[src/hw/rtl/mec_pkg.sv]
// Shared types, constants and helpers for the escape-time counter.
// Used by mec_front, mec_queue, mec_back and the top level; depends on nothing.
package mec_pkg;

  localparam int FracBits   = 28;
  localparam int MaxSide    = 4096;
  localparam int IdxW       = 12;
  localparam int CoordW     = 32;
  localparam int CountW     = 16;
  localparam int ProdW      = 2 * CoordW;
  localparam int IdxProdW   = IdxW + 1 + CoordW;
  localparam int WideW      = 48;
  localparam int CfgIdxW    = 3;
  localparam int QueueDepth = 2;
  localparam int QPtrW      = $clog2(QueueDepth);

  typedef logic signed [CoordW-1:0] coord_t;
  typedef logic signed [WideW-1:0]  wide_t;

  typedef enum logic [CfgIdxW-1:0] {
    CFG_MAX_ITERS  = 3'd0,
    CFG_LEFT_EDGE  = 3'd1,
    CFG_LOWER_EDGE = 3'd2,
    CFG_X_STEP     = 3'd3,
    CFG_Y_STEP     = 3'd4
  } cfg_idx_e;

  typedef enum logic [1:0] {
    BK_IDLE,
    BK_MUL,
    BK_UPD
  } back_state_e;

  typedef struct packed {
    logic [CountW-1:0] max_iters;
    coord_t            left_edge;
    coord_t            lower_edge;
    coord_t            x_step;
    coord_t            y_step;
  } cfg_t;

  typedef struct packed {
    coord_t cx;
    coord_t cy;
  } point_t;

  typedef struct packed {
    logic full;
    logic empty;
  } q_status_t;

  localparam logic [CountW-1:0] MaxItersReset = CountW'(256);
  localparam coord_t EdgeReset   = -(CoordW'(2) << FracBits);
  localparam coord_t StepReset   = CoordW'(1) << (FracBits - 10);
  localparam wide_t  EscapeLimit = WideW'(4) << FracBits;

  function automatic coord_t sat_coord(input wide_t v);
    logic [WideW-CoordW:0] top;
    top = v[WideW-1:CoordW-1];
    if (top == '0 || top == '1) begin
      return v[CoordW-1:0];
    end else if (v[WideW-1]) begin
      return {1'b1, {(CoordW-1){1'b0}}};
    end else begin
      return {1'b0, {(CoordW-1){1'b1}}};
    end
  endfunction

  function automatic logic [IdxW-1:0] clamp_idx(input logic [IdxW-1:0] v);
    if (int'(v) >= MaxSide) begin
      return IdxW'(MaxSide - 1);
    end
    return v;
  endfunction

endpackage

[src/hw/rtl/mec_queue.sv]
// Short point queue between the front end and the iterator.
// Depends on mec_pkg.
module mec_queue (
  input  logic               clk_i,
  input  logic               rst_ni,
  input  logic               push_i,
  input  mec_pkg::point_t    wdata_i,
  input  logic               pop_i,
  output mec_pkg::point_t    rdata_o,
  output mec_pkg::q_status_t status_o
);
  import mec_pkg::*;

  point_t           mem_q [QueueDepth];
  logic [QPtrW-1:0] wr_ptr_q, rd_ptr_q;
  logic [QPtrW:0]   cnt_q;

  assign status_o.full  = (cnt_q == (QPtrW+1)'(QueueDepth));
  assign status_o.empty = (cnt_q == '0);
  assign rdata_o        = mem_q[rd_ptr_q];

  always_ff @(posedge clk_i or negedge rst_ni) begin
    if (!rst_ni) begin
      wr_ptr_q <= '0;
      rd_ptr_q <= '0;
      cnt_q    <= '0;
    end else begin
      if (push_i) begin
        wr_ptr_q <= wr_ptr_q + QPtrW'(1);
      end
      if (pop_i) begin
        rd_ptr_q <= rd_ptr_q + QPtrW'(1);
      end
      if (push_i && !pop_i) begin
        cnt_q <= cnt_q + (QPtrW+1)'(1);
      end else if (pop_i && !push_i) begin
        cnt_q <= cnt_q - (QPtrW+1)'(1);
      end
    end
  end

  always_ff @(posedge clk_i) begin
    if (push_i) begin
      mem_q[wr_ptr_q] <= wdata_i;
    end
  end

endmodule

[config.mk]
export PLATFORM = sky130hd
export DESIGN_NAME = mec_queue
export DESIGN_NICKNAME = d
export VERILOG_FILES = /design/src/hw/rtl/mec_pkg.sv /design/src/hw/rtl/mec_queue.sv
export SDC_FILE = /design/constraint.sdc
export NUM_CORES = 1
export LEC_CHECK = 0
export BUFFER_PORTS_ARGS = -buffer_cell sky130_fd_sc_hd__clkbuf_2
export CAP_MARGIN = 20
export CELL_PAD_IN_SITES_DETAIL_PLACEMENT = 1
export CELL_PAD_IN_SITES_GLOBAL_PLACEMENT = 1
export CORE_MARGIN = 2
export CORE_UTILIZATION = 29
export CTS_CLUSTER_SIZE = 10
export DETAILED_ROUTE_END_ITERATION = 12
export GPL_ROUTABILITY_DRIVEN = 0
export PLACE_DENSITY_LB_ADDON = 0.1
export SETUP_SLACK_MARGIN = 0.4
export SLEW_MARGIN = 5
export SYNTH_ARGS = -nofsm -noshare
export SYNTH_HDL_FRONTEND = slang
export SYNTH_SLANG_ARGS = --single-unit
[constraint.sdc]
create_clock -name clk_i -period 10.95 [get_ports clk_i]
set_input_delay 0.5475 -clock clk_i [delete_from_list [all_inputs] [get_ports clk_i]]
set_output_delay 0.5475 -clock clk_i [all_outputs]
set_load 0.03 [all_outputs]
==> metrics <==
width of the die=~140 um; mean cell area of the mapped netlist=between 20 and 25 um2; number of synthesis warnings=0; cell-internal power=between 1 and 1.5 mW; primary flip-flop cell chosen by synthesis mapping=sky130_fd_sc_hd__edfxtp_1; Avg WL per Cell=approximately 16 um; clock latency on the worst-skew pair=between 0.4 and 0.5 ns; global-route wire length before repair=14.42 mm; final total negative setup slack=0 ns; post-CTS setup-driven buffer insertion count=0; post-layout net count=roughly 430; Root Buffer=sky130_fd_sc_hd__clkbuf_16; sequential group share of total power=0.395; largest area contributor in the synthesized netlist=sky130_fd_sc_hd__edfxtp_1; Hold Violations, Final=0; clock period minus worst slack=roughly 3 ns; ratio of final minimum period to clock period=0.2777; final number of max-transition violations=0; maximum number of pins on one net before global-route repair=between 60 and 70; total of flip-flops plus latches after synthesis=between 100 and 150; Area Overhead vs Synth=28.66%; remaining antenna violation count=0; Worst IR Drop VDD=a little over 0.0001 V; share of the synthesized area in the top cell type=0.7670; vias after detailed routing=2455; LEAKAGE=around 2.6 nW; status=complete, no violations; clk sink count=between 100 and 150; critical path endpoint category=output pin; critical path data required time=roughly 10 ns; post-cts repair resize count=0; overall track demand over capacity in global routing=0.1088; final setup vio count=0; via count of the first global-routing pass=approximately 2800; ratio of total power to cell area=~290 nW/um2; detailed router's first-iteration violation count=around 140; DRC violations left=0; filler cell count in the final layout=around 1700; grt ovf=0; Sw Pwr=0.6334 mW; Post-synth EDFFs=128; setup repair after global routing missed its margin=no; kind of path behind the tightest hold check=primary input to register; number of vias per cell after detailed routing=just over 4; maximum fanout along the worst path=34; post-CTS clock slew at the launch and capture registers of the worst setup and hold paths=around 0.060 ns; proportion of layout cells with a drive suffix above 1=0.6107; share of async-settable or async-resettable flops after synthesis=0.03030; sequential element share of the synthesized area=0.7870; initial antenna violation count=0; count of buffers inserted at the top-level ports=about 130; critical path class=register to output pin; Die Height=around 140 um; Net Count, Synth=around 280; sum of routed wire length over all layers=approximately 9.4 mm; data arrival time of the critical path=between 2 and 2.5 ns; most instantiated library cell after synthesis=sky130_fd_sc_hd__edfxtp_1; clock share of power=0.270; Area contributors post-synth=sky130_fd_sc_hd__edfxtp_1 (77%), sky130_fd_sc_hd__mux2_4 (15%), sky130_fd_sc_hd__mux2_2 (3.1%), sky130_fd_sc_hd__dfrtp_1 (2.0%), sky130_fd_sc_hd__buf_6 (1.3%); Worst Tran Pin Value=slightly above 0.9 ns; overall power=1.854 mW; area of the die=18350 um2; Slew Limit Headroom=0.3763; CTS hold repair buffers=1; Post-Synthesis Cells=between 200 and 250; Netlist Area Pre-Place=~5000 um2; top cell types by occurrence after synthesis=sky130_fd_sc_hd__edfxtp_1 (128), sky130_fd_sc_hd__mux2_4 (50), sky130_fd_sc_hd__mux2_2 (14); TritonRoute pass-1 iters=4; TritonCTS clock tree=done; HPWL reported at the end of detailed placement=approximately 6 mm; combinational power share=0.335; core outline area=around 17000 um2; starting density of the core=0.2928; Max Freq=about 330 MHz; TritonCTS Buffers=17; count of standard-cell rows=48; ant diodes=0; I/O pin cnt=134; max-capacitance violation count=0; number of buffers on the longest clock path=2; Worst Setup Start Kind=register; fraction of power spent switching nets=0.3417; Post-Route Skew=a little over 0.007 ns; number of library cell types mapped by synthesis=13; H-Tree Depth=4
[flip-flops by register name, indices dropped and copies added (netlist names)]
name      cells
wr_ptr_q      1
cnt_q         2
rd_ptr_q      1
mem_q       128
[through the flow]
step	area (um2)	setup WS [ns]	util	cells	hold slack, ns
after detailed placement	5914	8.288	0.3455	568	0.3662
after floorplan	5011	7.094	-	215	0.2519
after global routing	6447	7.778	0.3767	600	0.3043
after global placement	5914	8.301	0.3455	568	0.3618
after CTS	6447	7.834	0.3767	600	0.3026
final	6447	7.909	0.3767	600	0.3210
[power by group through the flow]
stage | registers (mW) | logic, mW | clock network (mW)
final | 0.732 | 0.622 | 0.500
after detailed placement | 0.746 | 0.637 | 0
after floorplan | 0.709 | 0.519 | 0
after global routing | 0.746 | 0.665 | 0.539
after global placement | 0.741 | 0.637 | 0
after CTS | 0.736 | 0.639 | 0.517
[critical path, cell delays in order (launching register included)]
cell and delay [ns]:
sky130_fd_sc_hd__dfrtp_4 0.81, sky130_fd_sc_hd__buf_4 0.62, sky130_fd_sc_hd__mux2_2 0.40, sky130_fd_sc_hd__clkbuf_2 0.18
[routing by layer]
metal,global-route usage,share of wire
met5,0,0
met4,0.05556,0.021
met3,0.05499,0.091
met2,0.1754,0.49
met1,0.1183,0.40
[placed cells by master (no fill, tap or decap), types with 2 or more instances in the layout]
| cell | n |
|---|---|
| sky130_fd_sc_hd__clkbuf_2 | 133 |
| sky130_fd_sc_hd__edfxtp_1 | 128 |
| sky130_fd_sc_hd__mux2_4 | 50 |
| sky130_fd_sc_hd__clkbuf_16 | 17 |
| sky130_fd_sc_hd__mux2_2 | 14 |
| sky130_fd_sc_hd__clkinv_2 | 6 |
| sky130_fd_sc_hd__xor2_1 | 4 |
| sky130_fd_sc_hd__clkinvlp_4 | 3 |
| sky130_fd_sc_hd__clkinv_1 | 3 |
| sky130_fd_sc_hd__dfrtp_1 | 3 |
| sky130_fd_sc_hd__nor2_1 | 2 |
| sky130_fd_sc_hd__buf_4 | 2 |
[layout make-up]
cell class | instances | area (um2) | share of cell area
clock buffer | 18 | 429.2 | 0.06656
inverter | 1 | 3.754 | 0.0005822
sequential | 132 | 3948 | 0.6123
multi-input combinational | 75 | 1001 | 0.1552
timing repair buffer | 136 | 690.7 | 0.1071
tap | 225 | 281.5 | 0.04366
clock inverter | 13 | 93.84 | 0.01455
[worst paths after layout]
check | slack (ns) | end | start | cells after the start
max | 7.91 | rdata_o[48] | rd_ptr_q | 3
min | 0.32 | mem_q[1][49] | wdata_i[49] | 1
max reg2reg | 8.88 | mem_q[0][26] | wr_ptr_q | 2
min reg2reg | 0.49 | cnt_q[1] | cnt_q[1] | 1
max in group asynchronous | 10.33 | rd_ptr_q | rst_ni | 2
min in group asynchronous | 0.47 | cnt_q[1] | rst_ni | 2
[kinds of logic after synthesis]
kind of cell,synth area share
buf+inv,0.01523
xor+xnor,0.008739
fa+ha+maj,0.002496
simple gates,0.005244
flops,0.7870
mux,0.1813
(Power assumes the default switching activity.)
