**src/hw/rtl/mec_pkg.sv**
```systemverilog
// Shared types, constants and helpers for the escape-time counter.
// Used by mec_front, mec_queue, mec_back and the top level; depends on nothing.
package mec_pkg;

  localparam int FracBits   = 28;
  localparam int MaxSide    = 4096;
  localparam int IdxW       = 12;
  localparam int CoordW     = 32;
  localparam int CountW     = 16;
  localparam int ProdW      = 2 * CoordW;
  localparam int IdxProdW   = IdxW + 1 + CoordW;
  localparam int WideW      = 48;
  localparam int CfgIdxW    = 3;
  localparam int QueueDepth = 2;
  localparam int QPtrW      = $clog2(QueueDepth);

  typedef logic signed [CoordW-1:0] coord_t;
  typedef logic signed [WideW-1:0]  wide_t;

  typedef enum logic [CfgIdxW-1:0] {
    CFG_MAX_ITERS  = 3'd0,
    CFG_LEFT_EDGE  = 3'd1,
    CFG_LOWER_EDGE = 3'd2,
    CFG_X_STEP     = 3'd3,
    CFG_Y_STEP     = 3'd4
  } cfg_idx_e;

  typedef enum logic [1:0] {
    BK_IDLE,
    BK_MUL,
    BK_UPD
  } back_state_e;

  typedef struct packed {
    logic [CountW-1:0] max_iters;
    coord_t            left_edge;
    coord_t            lower_edge;
    coord_t            x_step;
    coord_t            y_step;
  } cfg_t;

  typedef struct packed {
    coord_t cx;
    coord_t cy;
  } point_t;

  typedef struct packed {
    logic full;
    logic empty;
  } q_status_t;

  localparam logic [CountW-1:0] MaxItersReset = CountW'(256);
  localparam coord_t EdgeReset   = -(CoordW'(2) << FracBits);
  localparam coord_t StepReset   = CoordW'(1) << (FracBits - 10);
  localparam wide_t  EscapeLimit = WideW'(4) << FracBits;

  function automatic coord_t sat_coord(input wide_t v);
    logic [WideW-CoordW:0] top;
    top = v[WideW-1:CoordW-1];
    if (top == '0 || top == '1) begin
      return v[CoordW-1:0];
    end else if (v[WideW-1]) begin
      return {1'b1, {(CoordW-1){1'b0}}};
    end else begin
      return {1'b0, {(CoordW-1){1'b1}}};
    end
  endfunction

  function automatic logic [IdxW-1:0] clamp_idx(input logic [IdxW-1:0] v);
    if (int'(v) >= MaxSide) begin
      return IdxW'(MaxSide - 1);
    end
    return v;
  endfunction

endpackage

```
**src/hw/rtl/mec_front.sv**
```systemverilog
// Front end: takes a pixel, clamps the indices and maps it to the point c.
// Depends on mec_pkg; feeds mec_queue.
module mec_front (
  input  logic                   clk_i,
  input  logic                   rst_ni,
  input  logic                   accept_i,
  input  logic [mec_pkg::IdxW-1:0] column_i,
  input  logic [mec_pkg::IdxW-1:0] row_i,
  input  mec_pkg::cfg_t          cfg_i,
  input  mec_pkg::q_status_t     q_status_i,
  output logic                   busy_o,
  output logic                   push_o,
  output mec_pkg::point_t        point_o
);
  import mec_pkg::*;

  logic                       s1_v_q, s2_v_q;
  logic [IdxW-1:0]            col_q, row_q;
  logic signed [IdxProdW-1:0] px_q, py_q;
  logic signed [IdxProdW-1:0] px_d, py_d;

  // one item in flight at a time; queue space is checked at accept
  assign busy_o = s1_v_q | s2_v_q | q_status_i.full;

  assign px_d = $signed({1'b0, col_q}) * $signed(cfg_i.x_step);
  assign py_d = $signed({1'b0, row_q}) * $signed(cfg_i.y_step);

  assign push_o     = s2_v_q;
  assign point_o.cx = sat_coord(wide_t'($signed(cfg_i.left_edge)) + wide_t'(px_q));
  assign point_o.cy = sat_coord(wide_t'($signed(cfg_i.lower_edge)) + wide_t'(py_q));

  always_ff @(posedge clk_i or negedge rst_ni) begin
    if (!rst_ni) begin
      s1_v_q <= 1'b0;
      s2_v_q <= 1'b0;
    end else begin
      s1_v_q <= accept_i;
      s2_v_q <= s1_v_q;
    end
  end

  always_ff @(posedge clk_i) begin
    if (accept_i) begin
      col_q <= clamp_idx(column_i);
      row_q <= clamp_idx(row_i);
    end
    if (s1_v_q) begin
      px_q <= px_d;
      py_q <= py_d;
    end
  end

endmodule

```
**config.mk**
```make
export PLATFORM = sky130hd
export DESIGN_NAME = mec_front
export DESIGN_NICKNAME = d
export VERILOG_FILES = /design/src/hw/rtl/mec_pkg.sv /design/src/hw/rtl/mec_front.sv
export SDC_FILE = /design/constraint.sdc
export NUM_CORES = 2
export LEC_CHECK = 0
export ABC_CLOCK_PERIOD_IN_PS = 18500
export BUFFER_PORTS_ARGS = -buffer_cell sky130_fd_sc_hd__buf_2
export CAP_MARGIN = 20
export CELL_PAD_IN_SITES_DETAIL_PLACEMENT = 1
export CELL_PAD_IN_SITES_GLOBAL_PLACEMENT = 1
export CORE_MARGIN = 2
export CORE_UTILIZATION = 31
export DETAILED_ROUTE_END_ITERATION = 10
export GPL_ROUTABILITY_DRIVEN = 0
export PLACE_DENSITY = 0.56
export SYNTH_ARGS = -nofsm -noshare
export SYNTH_HDL_FRONTEND = slang
export SYNTH_SLANG_ARGS = --single-unit
```
**constraint.sdc**
```tcl
create_clock -name clk_i -period 18.5 [get_ports clk_i]
set_input_delay 3.7 -clock clk_i [delete_from_list [all_inputs] [get_ports clk_i]]
set_output_delay 3.7 -clock clk_i [all_outputs]
set_load 0.01 [all_outputs]
```
==> results.sh <==
export IMPL_yosys_area_top_type_share=0.373
export IMPL_route_detailed_drc=0
export IMPL_maxClockFrequency_ghz=0.0813
export IMPL_globalRouteTotalUtil=0.183
export IMPL_number_of_global_route_vias_before_repair=30800
export IMPL_design_die_area_um2=120000
export IMPL_cts_tree="built"
export IMPL_synth_simple_gate_area_frac=0.169
export IMPL_cap_violations=0
export IMPL_ff2ff_path_depth=22
export IMPL_worst_r2r_endpoint="px_q[43]"
export IMPL_cts_hold_repair_buffers=0
export IMPL_arrival_ns=8.60
export IMPL_io_pins=239
export IMPL_rows=125
export IMPL_fin_skew_ns=0.0192
export IMPL_synthXorXnorAreaFrac=0.0392
export IMPL_synth_unique_cells=89
export IMPL_post_synth_mux_area_share=0.00137
export IMPL_grt_antenna_before_repair=25
export IMPL_synth_ff_latch_count=116
export IMPL_synth_compound_area_frac=0.111
export IMPL_synth_net_count=5320
export IMPL_status="finished, final reports clean"
export IMPL_synthMostInstantiatedCell="sky130_fd_sc_hd__inv_1"
export IMPL_worst_hold_path_type="flip-flop to flip-flop"
export IMPL_worst_setup_path_endpoint="point_o[62]"
export IMPL_clock_latency_reported_for_the_late_side_of_the_worst_skew_pair_ns=0.47
export IMPL_grt_pass1_wl_um=175000
export IMPL_core_area_um2=116000
export IMPL_slew_headroom=0.295
export IMPL_synthesis_area_um2=36400
export IMPL_async_reset_ff_frac=0.0172
export IMPL_critical_path_max_stage_delay_ns=0.89
export IMPL_yosys_area_share_adder=0.471
export IMPL_synth_edff_count=114
export IMPL_grt_start_max_net_pins=83
export IMPL_clock_tree_htree_level_count=4
export IMPL_min_period_ns=12.30
export IMPL_cts_sinks=116
export IMPL_drt_wl_cell_um=18.7
export IMPL_ant_nets=0
export IMPL_drive_gt1_frac=0.0776
export IMPL_final_period_utilization=0.665
export IMPL_largest_cells_by_area_after_synthesis="sky130_fd_sc_hd__fa_1 (37%), sky130_fd_sc_hd__ha_1 (9.9%), sky130_fd_sc_hd__edfxtp_1 (9.4%), sky130_fd_sc_hd__inv_1 (9.0%), sky130_fd_sc_hd__and2_1 (6.1%)"
export IMPL_die_outline_width_um=347
export IMPL_reg2reg_setup_slack_ns=11.01
export IMPL_crit_path_cells="buf_2 -> ha_1 -> a211oi_1 -> o21bai_1 -> o21ai_0 -> a211oi_1 -> o211ai_1 -> nand3_1 -> a221oi_1 -> xor2_1 -> or3_1 -> or4_1 -> o211ai_1 -> buf_2"
export IMPL_cp_depth=14
export IMPL_worst_slew_pin_slew_ns=1.06
export IMPL_route_detailed_vias_per_inst=4.82
export IMPL_holdCritStartpoint="s1_v_q"
export IMPL_total_routed_length_um=108000
export IMPL_reg2reg_from="col_q[3]"
export IMPL_dominant_combinational_cell_family_by_area_after_synthesis="adder cells"
export IMPL_die_boundary_height_um=347
export IMPL_synth_warnings=0
export IMPL_synthCells=4181
export IMPL_critPathRequiredTime_ns=14.80
export IMPL_detailed_place_hpwl_um=91000
export IMPL_syn2layout_area_growth_pct=8.51
export IMPL_timing_critical_path_to_type="output port"
export IMPL_setup_viol=0
export IMPL_grt_remaining_overflow=0
export IMPL_fillCellCount=13800
export IMPL_cts_reportedPaths_clkPinSlew_ns=0.06
export IMPL_detailedRoute_firstPassIterationCount=5
export IMPL_drv_slew=0
export IMPL_routed_via_count=28000
export IMPL_cp_num_buf_inv=2
export IMPL_cp_start_kind="input port"
export IMPL_cts_root_buf="sky130_fd_sc_hd__clkbuf_16"
export IMPL_timing_critical_path_fanout_max=31
export IMPL_critPathKind="input port to output port"
export IMPL_area_taken_by_multi_input_logic_gates_um2=28900
export IMPL_slowest_stage="sky130_fd_sc_hd__or4_1"
export IMPL_ys_seq_area_frac=0.0953
export IMPL_timing_setup_tns_ns=0
export IMPL_hold_viol=0
export IMPL_synth_avg_cell_area_um2=8.71
export IMPL_cts_post_setup_buffers_inserted=0
export IMPL_critPathLaunch="cfg_i[97]"
export IMPL_start_util=0.313
export IMPL_buffer_ports_inserted=221
export IMPL_clockBufferDepth=2
export IMPL_synthFlopType="sky130_fd_sc_hd__edfxtp_1"
export IMPL_critical_path_top_delay_family="compound AO/OA/AOI/OAI gates"
export IMPL_cts_made_buffers=17
export IMPL_finish_net_count=5393
export IMPL_regArea_um2=3480
export IMPL_dominant_cell_type_by_area_after_synthesis="sky130_fd_sc_hd__fa_1"
export IMPL_yosys_top_cells_count="sky130_fd_sc_hd__inv_1 (876), sky130_fd_sc_hd__fa_1 (678), sky130_fd_sc_hd__nand2_1 (552)"
export IMPL_first_iter_violations=1216
export IMPL_rsz0062_at_grt="no"
export IMPL_cts_resized_gates=0
[per-layer routing]
layer	vias up	wire length (um)	track usage
met5	-	90	0
met4	14	1610	0.0326
met3	85	2760	0.0150
met2	340	48600	0.294
met1	14300	55500	0.271
li1	13200	-	-
[worst min-delay path by stage]
stage	end	slack, ns	cells after the start
final	push_o	0.57	0
after global routing	push_o	0.60	0
after CTS	push_o	0.59	0
after detailed placement	push_o	0.58	0
after global placement	push_o	0.58	0
after floorplan	py_q[0]	0.58	1
[cell families after synthesis]
family / Yosys count
and+or+nand+nor: 1254
buffers and inverters: 1072
adders and majority gates: 966
AOI/OAI and AO/OA: 605
xor gates and xnor gates: 163
DFF: 116
muxes: 5
[stage by stage]
step                      instance area (um2)  worst slack (ns)  instances   util  hold WS [ns]
after global placement                  38800              6.21       5751  0.334         0.584
after global routing                    39500              5.85       5795  0.340         0.601
after CTS                               39400              6.17       5785  0.339         0.591
after floorplan                         36400              7.71       4181      -         0.582
final                                   39500              6.20       5795  0.340         0.569
after detailed placement                38900              6.20       5753  0.334         0.578
[state kept, by name, indices dropped and copies added (netlist names)]
signal,cells
col_q,12
s1_v_q,1
px_q,45
push_o,1
py_q,45
row_q,12
[final cells by class]
cell class	instances	area share
Antenna cell	4	0.000253
Clock buffer	20	0.0110
Clock inverter	12	0.00212
Inverter	876	0.0832
Multi-Input combinational cell	2993	0.731
Sequential cell	116	0.0880
Tap cell	1524	0.0482
Timing Repair Buffer	250	0.0363
[cell usage in the layout (no fill, tap or decap), types with 32 or more instances in the layout]
| master | count |
|---|---|
| sky130_fd_sc_hd__xor2_1 | 56 |
| sky130_fd_sc_hd__buf_2 | 221 |
| sky130_fd_sc_hd__nand2b_1 | 32 |
| sky130_fd_sc_hd__and2_1 | 355 |
| sky130_fd_sc_hd__ha_1 | 288 |
| sky130_fd_sc_hd__fa_1 | 678 |
| sky130_fd_sc_hd__o21ai_0 | 100 |
| sky130_fd_sc_hd__a21o_1 | 58 |
| sky130_fd_sc_hd__inv_1 | 876 |
| sky130_fd_sc_hd__nand4_1 | 35 |
| sky130_fd_sc_hd__a21oi_1 | 178 |
| sky130_fd_sc_hd__nor2_1 | 110 |
| sky130_fd_sc_hd__edfxtp_1 | 114 |
| sky130_fd_sc_hd__xnor2_1 | 107 |
| sky130_fd_sc_hd__nand3_1 | 48 |
| sky130_fd_sc_hd__nand2_1 | 552 |
| sky130_fd_sc_hd__nor3_1 | 36 |
Power is left out: the tool's default activity adds up to more than one toggle a clock period on the data nets, which glitch-free logic cannot reach.
